--- src/sv/prq_pkg.sv ---
// shared types and codes for the priority ready queue scheduler
package prq_pkg;

   localparam int TASK_ID_W = 4;
   localparam int PRIO_W    = 3;

   typedef enum logic [1:0] {
      MODE_ENQUEUE  = 2'd0,
      MODE_DEQUEUE  = 2'd1,
      MODE_PREEMPT  = 2'd2,
      MODE_SCHEDULE = 2'd3
   } prq_mode_type;

   typedef enum logic [1:0] {
      STATUS_DONE           = 2'd0,
      STATUS_NOT_FOUND      = 2'd1,
      STATUS_ALREADY_QUEUED = 2'd2
   } prq_status_type;

   typedef enum logic [2:0] {
      S_IDLE,
      S_LVL_WAIT,
      S_WALK,
      S_WALK_WAIT,
      S_APPEND,
      S_APPEND_LINK,
      S_SCAN,
      S_RESP
   } prq_state_type;

   typedef struct packed {
      prq_mode_type         mode;
      logic [TASK_ID_W-1:0] task_id;
      logic [PRIO_W-1:0]    priority_req;
      logic [TASK_ID_W-1:0] current_task_id;
      logic                 current_valid;
   } prq_req_type;

   typedef struct packed {
      logic [TASK_ID_W-1:0] next_task_id;
      logic                 reschedule_pending;
      prq_status_type       status;
   } prq_rsp_type;

endpackage

--- src/sv/prq_ram.sv ---
// generic single write, single read ram with registered read data
module prq_ram
   import prq_pkg::*;
#(
   parameter int WIDTH = 8,
   parameter int DEPTH = 16,
   localparam int AW = (DEPTH > 1) ? $clog2(DEPTH) : 1
) (
   input  logic             clock,
   input  logic             wr_en,
   input  logic [AW-1:0]    wr_addr,
   input  logic [WIDTH-1:0] wr_data,
   input  logic [AW-1:0]    rd_addr,
   output logic [WIDTH-1:0] rd_data
);

   logic [WIDTH-1:0] mem_ff [DEPTH];
   logic [WIDTH-1:0] rd_data_ff;

   always_ff @(posedge clock) begin
      if (wr_en) begin
         mem_ff[wr_addr] <= wr_data;
      end
      rd_data_ff <= mem_ff[rd_addr];
   end

   assign rd_data = rd_data_ff;

endmodule

--- src/sv/priority_ready_queue_scheduler_core.sv ---
// Multilevel priority round-robin ready queue: one FIFO ready list per level, linked over a task table.
//
// Operation: a transaction is taken when start is high and busy is low; busy then stays high until
// the single result has been strobed on rsp_valid for one cycle, and the receiver cannot stall it.
// Every walk step reads the linked-list table through its one registered read port: it issues the read
// (S_WALK), then takes the data (S_WALK_WAIT). Enqueue passes S_APPEND, plus S_APPEND_LINK if its level
// is not empty; dequeue reads the level, walks from the head to the task and splices it out; preempt
// walks for the current task if queued, then appends it; schedule with no pending flag goes straight
// to S_RESP, else scans the levels upward from level 0. busy drops the cycle after the strobe. The idle
// task id register may be written at any time the block is idle; csr_ready is always high.
module priority_ready_queue_scheduler_core
   import prq_pkg::*;
#(
   parameter int MAX_TASKS  = 16,
   parameter int NUM_LEVELS = 8
) (
   input  logic                 clock,
   input  logic                 reset,
   input  logic                 start,
   output logic                 busy,
   input  prq_req_type          req_data,
   output logic                 rsp_valid,
   output prq_rsp_type          rsp_data,
   input  logic                 csr_valid,
   output logic                 csr_ready,
   input  logic [TASK_ID_W-1:0] csr_data
);

   localparam int TASK_W = (MAX_TASKS > 1) ? $clog2(MAX_TASKS) : 1;
   localparam int LVL_W  = (NUM_LEVELS > 1) ? $clog2(NUM_LEVELS) : 1;
   localparam int LINK_W = TASK_W + 1;

   prq_state_type state_ff, state_in;
   prq_mode_type  mode_ff, mode_in;
   prq_status_type status_ff, status_in;

   logic [TASK_W-1:0]    t_ff, t_in;
   logic [LVL_W-1:0]     lvl_ff, lvl_in;
   logic                 hit_ff, hit_in;
   logic                 flag_ff, flag_in;
   logic [TASK_ID_W-1:0] chosen_ff, chosen_in;
   logic [TASK_ID_W-1:0] idle_ff;
   logic [TASK_W-1:0]    cur_ff, cur_in;
   logic [TASK_W-1:0]    prev_ff, prev_in;
   logic                 prev_ok_ff, prev_ok_in;
   logic [LVL_W-1:0]     scan_ff, scan_in;
   logic [MAX_TASKS-1:0] queued_ff, queued_in;

   logic [TASK_W-1:0]     head_ff [NUM_LEVELS];
   logic [TASK_W-1:0]     head_in [NUM_LEVELS];
   logic [NUM_LEVELS-1:0] head_ok_ff, head_ok_in;
   logic [TASK_W-1:0]     tail_ff [NUM_LEVELS];
   logic [TASK_W-1:0]     tail_in [NUM_LEVELS];
   logic [NUM_LEVELS-1:0] tail_ok_ff, tail_ok_in;

   // ram controls
   logic              lvl_wr_en;
   logic [TASK_W-1:0] lvl_wr_addr;
   logic [LVL_W-1:0]  lvl_wr_data;
   logic [TASK_W-1:0] lvl_rd_addr;
   logic [LVL_W-1:0]  lvl_rd_data;
   logic              link_wr_en;
   logic [TASK_W-1:0] link_wr_addr;
   logic [LINK_W-1:0] link_wr_data;
   logic [TASK_W-1:0] link_rd_addr;
   logic [LINK_W-1:0] link_rd_data;
   logic              link_ok_rd;
   logic [TASK_W-1:0] link_next_rd;

   // request decode
   logic                    accept;
   logic [TASK_W+TASK_ID_W-1:0] tid_wide, cur_wide;
   logic [TASK_W-1:0]       tid_idx, cur_idx;
   logic                    tid_ok, cur_ok;
   logic [LVL_W+PRIO_W-1:0] prio_wide;
   logic [LVL_W-1:0]        prio_sat;
   logic [TASK_W+TASK_ID_W-1:0] head_wide;
   logic                    match;
   logic                    scan_last;

   assign accept    = start && !busy;
   assign tid_wide  = {{TASK_W{1'b0}}, req_data.task_id};
   assign cur_wide  = {{TASK_W{1'b0}}, req_data.current_task_id};
   assign tid_idx   = tid_wide[TASK_W-1:0];
   assign cur_idx   = cur_wide[TASK_W-1:0];
   assign tid_ok    = int'(req_data.task_id) < MAX_TASKS;
   assign cur_ok    = int'(req_data.current_task_id) < MAX_TASKS;
   assign prio_wide = {{LVL_W{1'b0}}, req_data.priority_req};
   assign prio_sat  = (int'(req_data.priority_req) >= NUM_LEVELS) ?
                      LVL_W'(NUM_LEVELS - 1) : prio_wide[LVL_W-1:0];
   assign head_wide = {{TASK_ID_W{1'b0}}, head_ff[scan_ff]};
   assign link_ok_rd   = link_rd_data[LINK_W-1];
   assign link_next_rd = link_rd_data[TASK_W-1:0];
   assign match     = (cur_ff == t_ff);
   assign scan_last = (int'(scan_ff) == NUM_LEVELS - 1);

   prq_ram #(.WIDTH(LVL_W), .DEPTH(MAX_TASKS)) u_level_ram (
      .clock   (clock),
      .wr_en   (lvl_wr_en),
      .wr_addr (lvl_wr_addr),
      .wr_data (lvl_wr_data),
      .rd_addr (lvl_rd_addr),
      .rd_data (lvl_rd_data)
   );

   prq_ram #(.WIDTH(LINK_W), .DEPTH(MAX_TASKS)) u_link_ram (
      .clock   (clock),
      .wr_en   (link_wr_en),
      .wr_addr (link_wr_addr),
      .wr_data (link_wr_data),
      .rd_addr (link_rd_addr),
      .rd_data (link_rd_data)
   );

   // next state
   always_comb begin
      state_in = state_ff;
      case (state_ff)
         S_IDLE: begin
            if (accept) begin
               case (req_data.mode)
                  MODE_ENQUEUE: begin
                     if (!tid_ok || queued_ff[tid_idx]) state_in = S_RESP;
                     else state_in = S_APPEND;
                  end
                  MODE_DEQUEUE: begin
                     if (!tid_ok || !queued_ff[tid_idx]) state_in = S_RESP;
                     else state_in = S_LVL_WAIT;
                  end
                  MODE_PREEMPT: begin
                     if (!req_data.current_valid || !cur_ok) state_in = S_RESP;
                     else state_in = S_LVL_WAIT;
                  end
                  MODE_SCHEDULE: begin
                     if (flag_ff) state_in = S_SCAN;
                     else state_in = S_RESP;
                  end
                  default: state_in = S_RESP;
               endcase
            end
         end
         S_LVL_WAIT: begin
            if (queued_ff[t_ff]) state_in = S_WALK;
            else state_in = S_APPEND;
         end
         S_WALK: state_in = S_WALK_WAIT;
         S_WALK_WAIT: begin
            if (match || !link_ok_rd) begin
               if (mode_ff == MODE_DEQUEUE) state_in = S_RESP;
               else state_in = S_APPEND;
            end else begin
               state_in = S_WALK;
            end
         end
         S_APPEND: begin
            if (head_ok_ff[lvl_ff]) state_in = S_APPEND_LINK;
            else state_in = S_RESP;
         end
         S_APPEND_LINK: state_in = S_RESP;
         S_SCAN: begin
            if (head_ok_ff[scan_ff] || scan_last) state_in = S_RESP;
         end
         S_RESP: state_in = S_IDLE;
         default: state_in = S_IDLE;
      endcase
   end

   // datapath and ram controls
   always_comb begin
      mode_in    = mode_ff;
      status_in  = status_ff;
      t_in       = t_ff;
      lvl_in     = lvl_ff;
      hit_in     = hit_ff;
      flag_in    = flag_ff;
      chosen_in  = chosen_ff;
      cur_in     = cur_ff;
      prev_in    = prev_ff;
      prev_ok_in = prev_ok_ff;
      scan_in    = scan_ff;
      queued_in  = queued_ff;
      head_in    = head_ff;
      head_ok_in = head_ok_ff;
      tail_in    = tail_ff;
      tail_ok_in = tail_ok_ff;

      lvl_wr_en    = 1'b0;
      lvl_wr_addr  = tid_idx;
      lvl_wr_data  = prio_sat;
      lvl_rd_addr  = (req_data.mode == MODE_PREEMPT) ? cur_idx : tid_idx;
      link_wr_en   = 1'b0;
      link_wr_addr = t_ff;
      link_wr_data = '0;
      link_rd_addr = cur_ff;

      case (state_ff)
         S_IDLE: begin
            if (accept) begin
               mode_in   = req_data.mode;
               status_in = STATUS_DONE;
               t_in      = (req_data.mode == MODE_PREEMPT) ? cur_idx : tid_idx;
               hit_in    = (req_data.current_valid &&
                            req_data.task_id == req_data.current_task_id) ||
                           (req_data.task_id == chosen_ff);
               scan_in   = '0;
               case (req_data.mode)
                  MODE_ENQUEUE: begin
                     if (!tid_ok) begin
                        status_in = STATUS_NOT_FOUND;
                     end else if (queued_ff[tid_idx]) begin
                        status_in = STATUS_ALREADY_QUEUED;
                     end else begin
                        lvl_in    = prio_sat;
                        lvl_wr_en = 1'b1;
                     end
                  end
                  MODE_DEQUEUE: begin
                     if (!tid_ok || !queued_ff[tid_idx]) status_in = STATUS_NOT_FOUND;
                  end
                  MODE_PREEMPT: begin
                     if (!req_data.current_valid || !cur_ok) status_in = STATUS_NOT_FOUND;
                  end
                  MODE_SCHEDULE: begin
                     if (flag_ff) begin
                        flag_in   = 1'b0;
                        chosen_in = idle_ff;
                     end
                  end
                  default: status_in = STATUS_DONE;
               endcase
            end
         end
         S_LVL_WAIT: begin
            lvl_in     = lvl_rd_data;
            cur_in     = head_ff[lvl_rd_data];
            prev_ok_in = 1'b0;
         end
         S_WALK: begin
            link_rd_addr = cur_ff;
         end
         S_WALK_WAIT: begin
            if (match) begin
               // splice the successor into the predecessor or the level head
               if (!prev_ok_ff) begin
                  head_in[lvl_ff]    = link_next_rd;
                  head_ok_in[lvl_ff] = link_ok_rd;
               end else begin
                  link_wr_en   = 1'b1;
                  link_wr_addr = prev_ff;
                  link_wr_data = link_rd_data;
               end
               if (tail_ok_ff[lvl_ff] && tail_ff[lvl_ff] == t_ff) begin
                  tail_in[lvl_ff]    = prev_ff;
                  tail_ok_in[lvl_ff] = prev_ok_ff;
               end
               queued_in[t_ff] = 1'b0;
               if (mode_ff == MODE_DEQUEUE && hit_ff) flag_in = 1'b1;
            end else if (!link_ok_rd) begin
               if (mode_ff == MODE_DEQUEUE) status_in = STATUS_NOT_FOUND;
            end else begin
               prev_in    = cur_ff;
               prev_ok_in = 1'b1;
               cur_in     = link_next_rd;
            end
         end
         S_APPEND: begin
            link_wr_en      = 1'b1;
            link_wr_addr    = t_ff;
            link_wr_data    = '0;
            queued_in[t_ff] = 1'b1;
            flag_in         = 1'b1;
            if (!head_ok_ff[lvl_ff]) begin
               head_in[lvl_ff]    = t_ff;
               head_ok_in[lvl_ff] = 1'b1;
               tail_in[lvl_ff]    = t_ff;
               tail_ok_in[lvl_ff] = 1'b1;
            end
         end
         S_APPEND_LINK: begin
            link_wr_en         = 1'b1;
            link_wr_addr       = tail_ff[lvl_ff];
            link_wr_data       = {1'b1, t_ff};
            tail_in[lvl_ff]    = t_ff;
            tail_ok_in[lvl_ff] = 1'b1;
         end
         S_SCAN: begin
            if (head_ok_ff[scan_ff]) begin
               chosen_in = head_wide[TASK_ID_W-1:0];
            end else if (!scan_last) begin
               scan_in = scan_ff + 1'b1;
            end
         end
         default: begin
         end
      endcase
   end

   always_ff @(posedge clock) begin
      if (reset) begin
         state_ff   <= S_IDLE;
         flag_ff    <= 1'b1;
         chosen_ff  <= '0;
         idle_ff    <= '0;
         queued_ff  <= '0;
         head_ok_ff <= '0;
         tail_ok_ff <= '0;
      end else begin
         state_ff   <= state_in;
         flag_ff    <= flag_in;
         chosen_ff  <= chosen_in;
         queued_ff  <= queued_in;
         head_ok_ff <= head_ok_in;
         tail_ok_ff <= tail_ok_in;
         if (csr_valid && csr_ready) begin
            idle_ff <= csr_data;
         end
      end
   end

   always_ff @(posedge clock) begin
      mode_ff    <= mode_in;
      status_ff  <= status_in;
      t_ff       <= t_in;
      lvl_ff     <= lvl_in;
      hit_ff     <= hit_in;
      cur_ff     <= cur_in;
      prev_ff    <= prev_in;
      prev_ok_ff <= prev_ok_in;
      scan_ff    <= scan_in;
      head_ff    <= head_in;
      tail_ff    <= tail_in;
   end

   assign busy      = (state_ff != S_IDLE);
   assign csr_ready = 1'b1;
   assign rsp_valid = (state_ff == S_RESP);
   assign rsp_data.next_task_id       = chosen_ff;
   assign rsp_data.reschedule_pending = flag_ff;
   assign rsp_data.status             = status_ff;

   // one strobe per transaction, then back to idle
   assert property (@(posedge clock) disable iff (reset) rsp_valid |=> !rsp_valid)
      else $error("result strobe held longer than one cycle");

   assert property (@(posedge clock) disable iff (reset) (start && !busy) |=> busy)
      else $error("accepted transaction did not make the block busy");

   // a schedule that ran always leaves the flag cleared
   assert property (@(posedge clock) disable iff (reset)
      (rsp_valid && mode_ff == MODE_SCHEDULE) |-> !flag_ff)
      else $error("schedule left reschedule pending");

   assert property (@(posedge clock) disable iff (reset)
      (rsp_valid && mode_ff == MODE_ENQUEUE && status_ff == STATUS_DONE)
      |-> (queued_ff[t_ff] && flag_ff))
      else $error("enqueue done without queued task and flag");

   // a level has a head exactly when it has a tail
   assert property (@(posedge clock) disable iff (reset) head_ok_ff == tail_ok_ff)
      else $error("level head and tail validity disagree");

endmodule
--- config.mk ---
export PLATFORM = sky130hd
export DESIGN_NAME = priority_ready_queue_scheduler_core
export DESIGN_NICKNAME = d
export VERILOG_FILES = /design/src/sv/prq_pkg.sv /design/src/sv/prq_ram.sv /design/src/sv/priority_ready_queue_scheduler_core.sv
export SDC_FILE = /design/constraint.sdc
export NUM_CORES = 1
export LEC_CHECK = 0
export BUFFER_PORTS_ARGS = -buffer_cell sky130_fd_sc_hd__buf_2
export CORE_MARGIN = 2
export CORE_UTILIZATION = 35
export CTS_BUF_LIST = sky130_fd_sc_hd__clkbuf_4
export DETAILED_ROUTE_END_ITERATION = 7
export MAX_ROUTING_LAYER = met4
export SLEW_MARGIN = 25
export SYNTH_ARGS = -nofsm -noshare
export SYNTH_HDL_FRONTEND = slang
export SYNTH_SLANG_ARGS = --single-unit
--- constraint.sdc ---
create_clock -name clock -period 3.4 [get_ports clock]
set_clock_uncertainty 0.15 [all_clocks]
set_input_delay 0 -clock clock [delete_from_list [all_inputs] [get_ports clock]]
set_output_delay 0 -clock clock [all_outputs]
set_load 0.05 [all_outputs]
==> impl_metrics.toml <==
[run_status]
status = "finished, final reports clean"

[die]
initial_core_util_pct = 35.45
die_area_mm2 = 0.03747
num_io_pins = 32
die_h_um = 193.6
die_w_um = 193.6
core_mm2 = 0.03548
rows = 69

[synth]
postSynthAreaPerCell_um2 = 13.53
ys_warn_count = 0
ys_types = 65
synthCells = 930
synth_nets = 954
synth_enable_flop_cells = 216
ys_seq_elements = 268
ys_seq_area_share_pct = 59.84
syn_area_mm2 = 0.01258
ys.flop_type = "edfxtp_1"
synth-simple-area-share_pct = 11.83
synth_top_family_by_area = "multiplexers"
synth_xor_area_share_pct = 0.9748
async_flop_share_pct = 0
synthMuxAreaShare_pct = 18.75
synthAdderAreaFrac_pct = 0.1989
synth_compound_area_share_pct = 5.401

[clocking]
cts_tree = "yes"
clkLatencyLatePin_ns = 0.68
cts.sinks = 268
clockBufferDepth = 3
cts_setup_buffers = 0
clkSlewWorstSetupHoldPaths_ns = 0.07
htree_levels = 3
cts_buffers = 72
clock-root-buffer = "clkbuf_4"

[global_route]
grt_pass1_wl_um = 46420
grt_max_degree = 37
antenna_found_initial = 1
grt_use_total_pct = 16.17
grt_pass1_vias = 8392
overflow = 0

[place]
io_buffers = 30
dpl_cell_area_mm2 = 0.01324
gp_congestion = 0.8112
hpwlAfterDp_um = 19630

[pwr]
power_frac_comb_pct = 28.0
seq_power_share_pct = 42.3
pwr-share-clk_pct = 29.7
power_leakage_nw = 5.175
peakVddDrop_uv = 336.0
p_int_mw = 6.754
p_per_area_mw_per_mm2 = 689.0
p_sw_mw = 3.318
swShare_pct = 32.94

[critical_path]
crit_start = "cur_ff[3]$_DFFE_PP_"
path_class = "flip-flop to flip-flop"
worstReg2RegStart = "cur_ff[3]$_DFFE_PP_"
slowest_stage = "nor3_1"
cp.required_ns = 3.51
cp_cell_sequence = "xor2_1, nor4_2, and2_1, o221ai_1, or3_1, nor3_1"
cp_slowest_stage_delay_ns = 0.55
arrival_ns = 3.33
cp_max_fo = 7
start_kind = "flip-flop"
endpoint_kind = "flip-flop"

[routing]
top_layer = "met4"
routed_wl_um = 29190
first_pass_iters = 5
drt_iter0_drc = 674
wl_per_cell_um = 18.81
met1_length_um = 12700
vias = 8164
wl_met2_um = 14000
drcViolationCount = 0
met3WireLength_um = 1797
final_antenna_net_count = 0
vias_per_cell = 5.260

[finish]
syn_to_final_growth_pct = 16.21
mostFrequentLayoutCells = "edfxtp_1 (216), nor2_1 (127), clkbuf_4 (100), mux2i_1 (86), mux4_2 (57)"
regArea_mm2 = 0.007527
final_common_cell = "edfxtp_1"
fillers = 3274
fin_nets = 1060
multi_input_area_mm2 = 0.004687
drive_above_1_share_pct = 24.68
final_cell_area_mm2 = 0.01462

[sta]
setup_viol = 0
fin_crit_ns = 3.214
fmax_mhz = 311.1
fin_hold_ws_ns = 0.1069
setup_tns_ns = 0
rsz0062_at_grt = "yes"
tightestPinTransition_ns = 0.8925
slew_headroom_pct = 38.80
slew_viol_final = 0
post-route-period-util_pct = 94.54
final_hold_viol_count = 0

[hold_path]
hp-class = "input port to flip-flop"
hold_start = "req_data[13]"

[job]
maxCapViolCount = 0
-- cell type report --
class                      count  area share, %
clock inverter                28          1.506
tap                          461          3.946
sequential                   268          51.49
multi-input combinational    579          32.06
timing repair buffer         103          5.529
clock buffer                 100          5.136
inverter                      12         0.3081
antenna                        1        0.01712
-- worst paths after layout --
path,end,slack (ns),cells past startpoint
worst max-delay path,u_link_ram.mem_ff[2][1]$_DFFE_PP_,0.19,6
worst min register to register,head_ok_ff[6]$_SDFFE_PP0P_,0.34,2
worst min-delay path,status_ff[1]$_SDFFCE_PN0P_,0.11,3
worst max register to register,u_link_ram.mem_ff[2][1]$_DFFE_PP_,0.19,6
-- flip-flops by register name, indices dropped and copies added, names as in the netlist, 4 cells and up, named ones only --
signal and cells:
idle_ff 4, u_link_ram.rd_data 5, u_link_ram.mem_ff 80, prev_ff 4, u_level_ram.mem_ff 48, head_ok_ff 8
chosen_ff 4, head_ff 32, cur_ff 4, tail_ok_ff 8, tail_ff 32, t_ff 4
-- Yosys cell counts, types with 2 or more instances --
cell	count	share of area, %
mux2i_1	86	6.8
nor2_1	127	3.8
a22o_1	6	0.42
a21oi_1	23	0.92
buf_2	13	0.52
mux2_2	17	1.5
nor4_1	18	0.90
o211ai_1	7	0.42
nor3_1	10	0.40
a211oi_1	2	0.12
nor4b_1	5	0.35
nand3b_1	10	0.60
clkbuf_1	44	1.3
dfxtp_1	52	8.3
nand3_1	11	0.44
and2_1	5	0.25
nand4_1	7	0.35
or2_2	9	0.45
xnor2_1	7	0.49
nand2_1	49	1.5
o21a_1	2	0.12
buf_6	3	0.27
ha_1	2	0.20
and3_1	2	0.099
xor2_1	7	0.49
nand4b_1	7	0.49
o22ai_1	4	0.20
nand2b_1	12	0.60
a22oi_1	5	0.30
edfxtp_1	216	52
a21o_1	2	0.12
nor2b_1	12	0.60
buf_4	6	0.36
o21ai_0	19	0.76
o221ai_1	9	0.63
mux4_2	57	10
a31oi_1	8	0.40
inv_1	11	0.33
buf_1	4	0.12
or3_1	9	0.45
-- cell families (layout without fill, tap and decap cells) --
kind of cell               after synthesis  in the layout
muxes                                  161            161
DFF                                    268            268
and+or+nand+nor                        301            301
adders and majority gates                2              2
buffers and inverters                   83            243
xor gates and xnor gates                14             14
other                                    1              2
AOI/OAI and AO/OA                      100            100
-- power by group through the flow --
stage	clock network (mW)	logic, mW	registers [mW]
2_1_floorplan	0	2.05	4.16
3_3_place_gp	0	2.74	4.33
3_5_place_dp	0	2.76	4.33
4_1_cts	3.08	2.82	4.26
5_1_grt	3.27	3.06	4.30
6_report	2.99	2.82	4.26
-- per-layer routing --
metal	vias to the layer above	GRT usage, %
met5	-	-
met4	0	6.050
met3	57	3.609
met2	265	25.41
met1	4038	20.52
li1	3804	-
-- critical path: cells and delay by family, from the launching register on --
kind	cells	cell delay (ns)
compound gates	1	0.18
xor+xnor	1	0.22
flops	1	0.52
simple gates	4	1.75
-- through the flow --
| stage | setup WS [ns] | util, % | total power [mW] | std cells |
|---|---|---|---|---|
| after floorplan | 0.5532 | - | 6.214 | 930 |
| after global placement | 0.2746 | 37.33 | 7.063 | 1384 |
| after detailed placement | 0.2166 | 37.33 | 7.089 | 1384 |
| after CTS | 0.1579 | 41.16 | 10.16 | 1551 |
| after global routing | -0.0006284 | 41.20 | 10.63 | 1552 |
| final | 0.1857 | 41.20 | 10.07 | 1552 |
-- timing repair --
action	4_1_cts	5_1_grt
gates resized for setup	0	2
endpoints found under the hold margin	167	0
hold buffers	39	0
setup endpoints to repair	0	30
No activity file was read; power rests on OpenSTA's default activity.
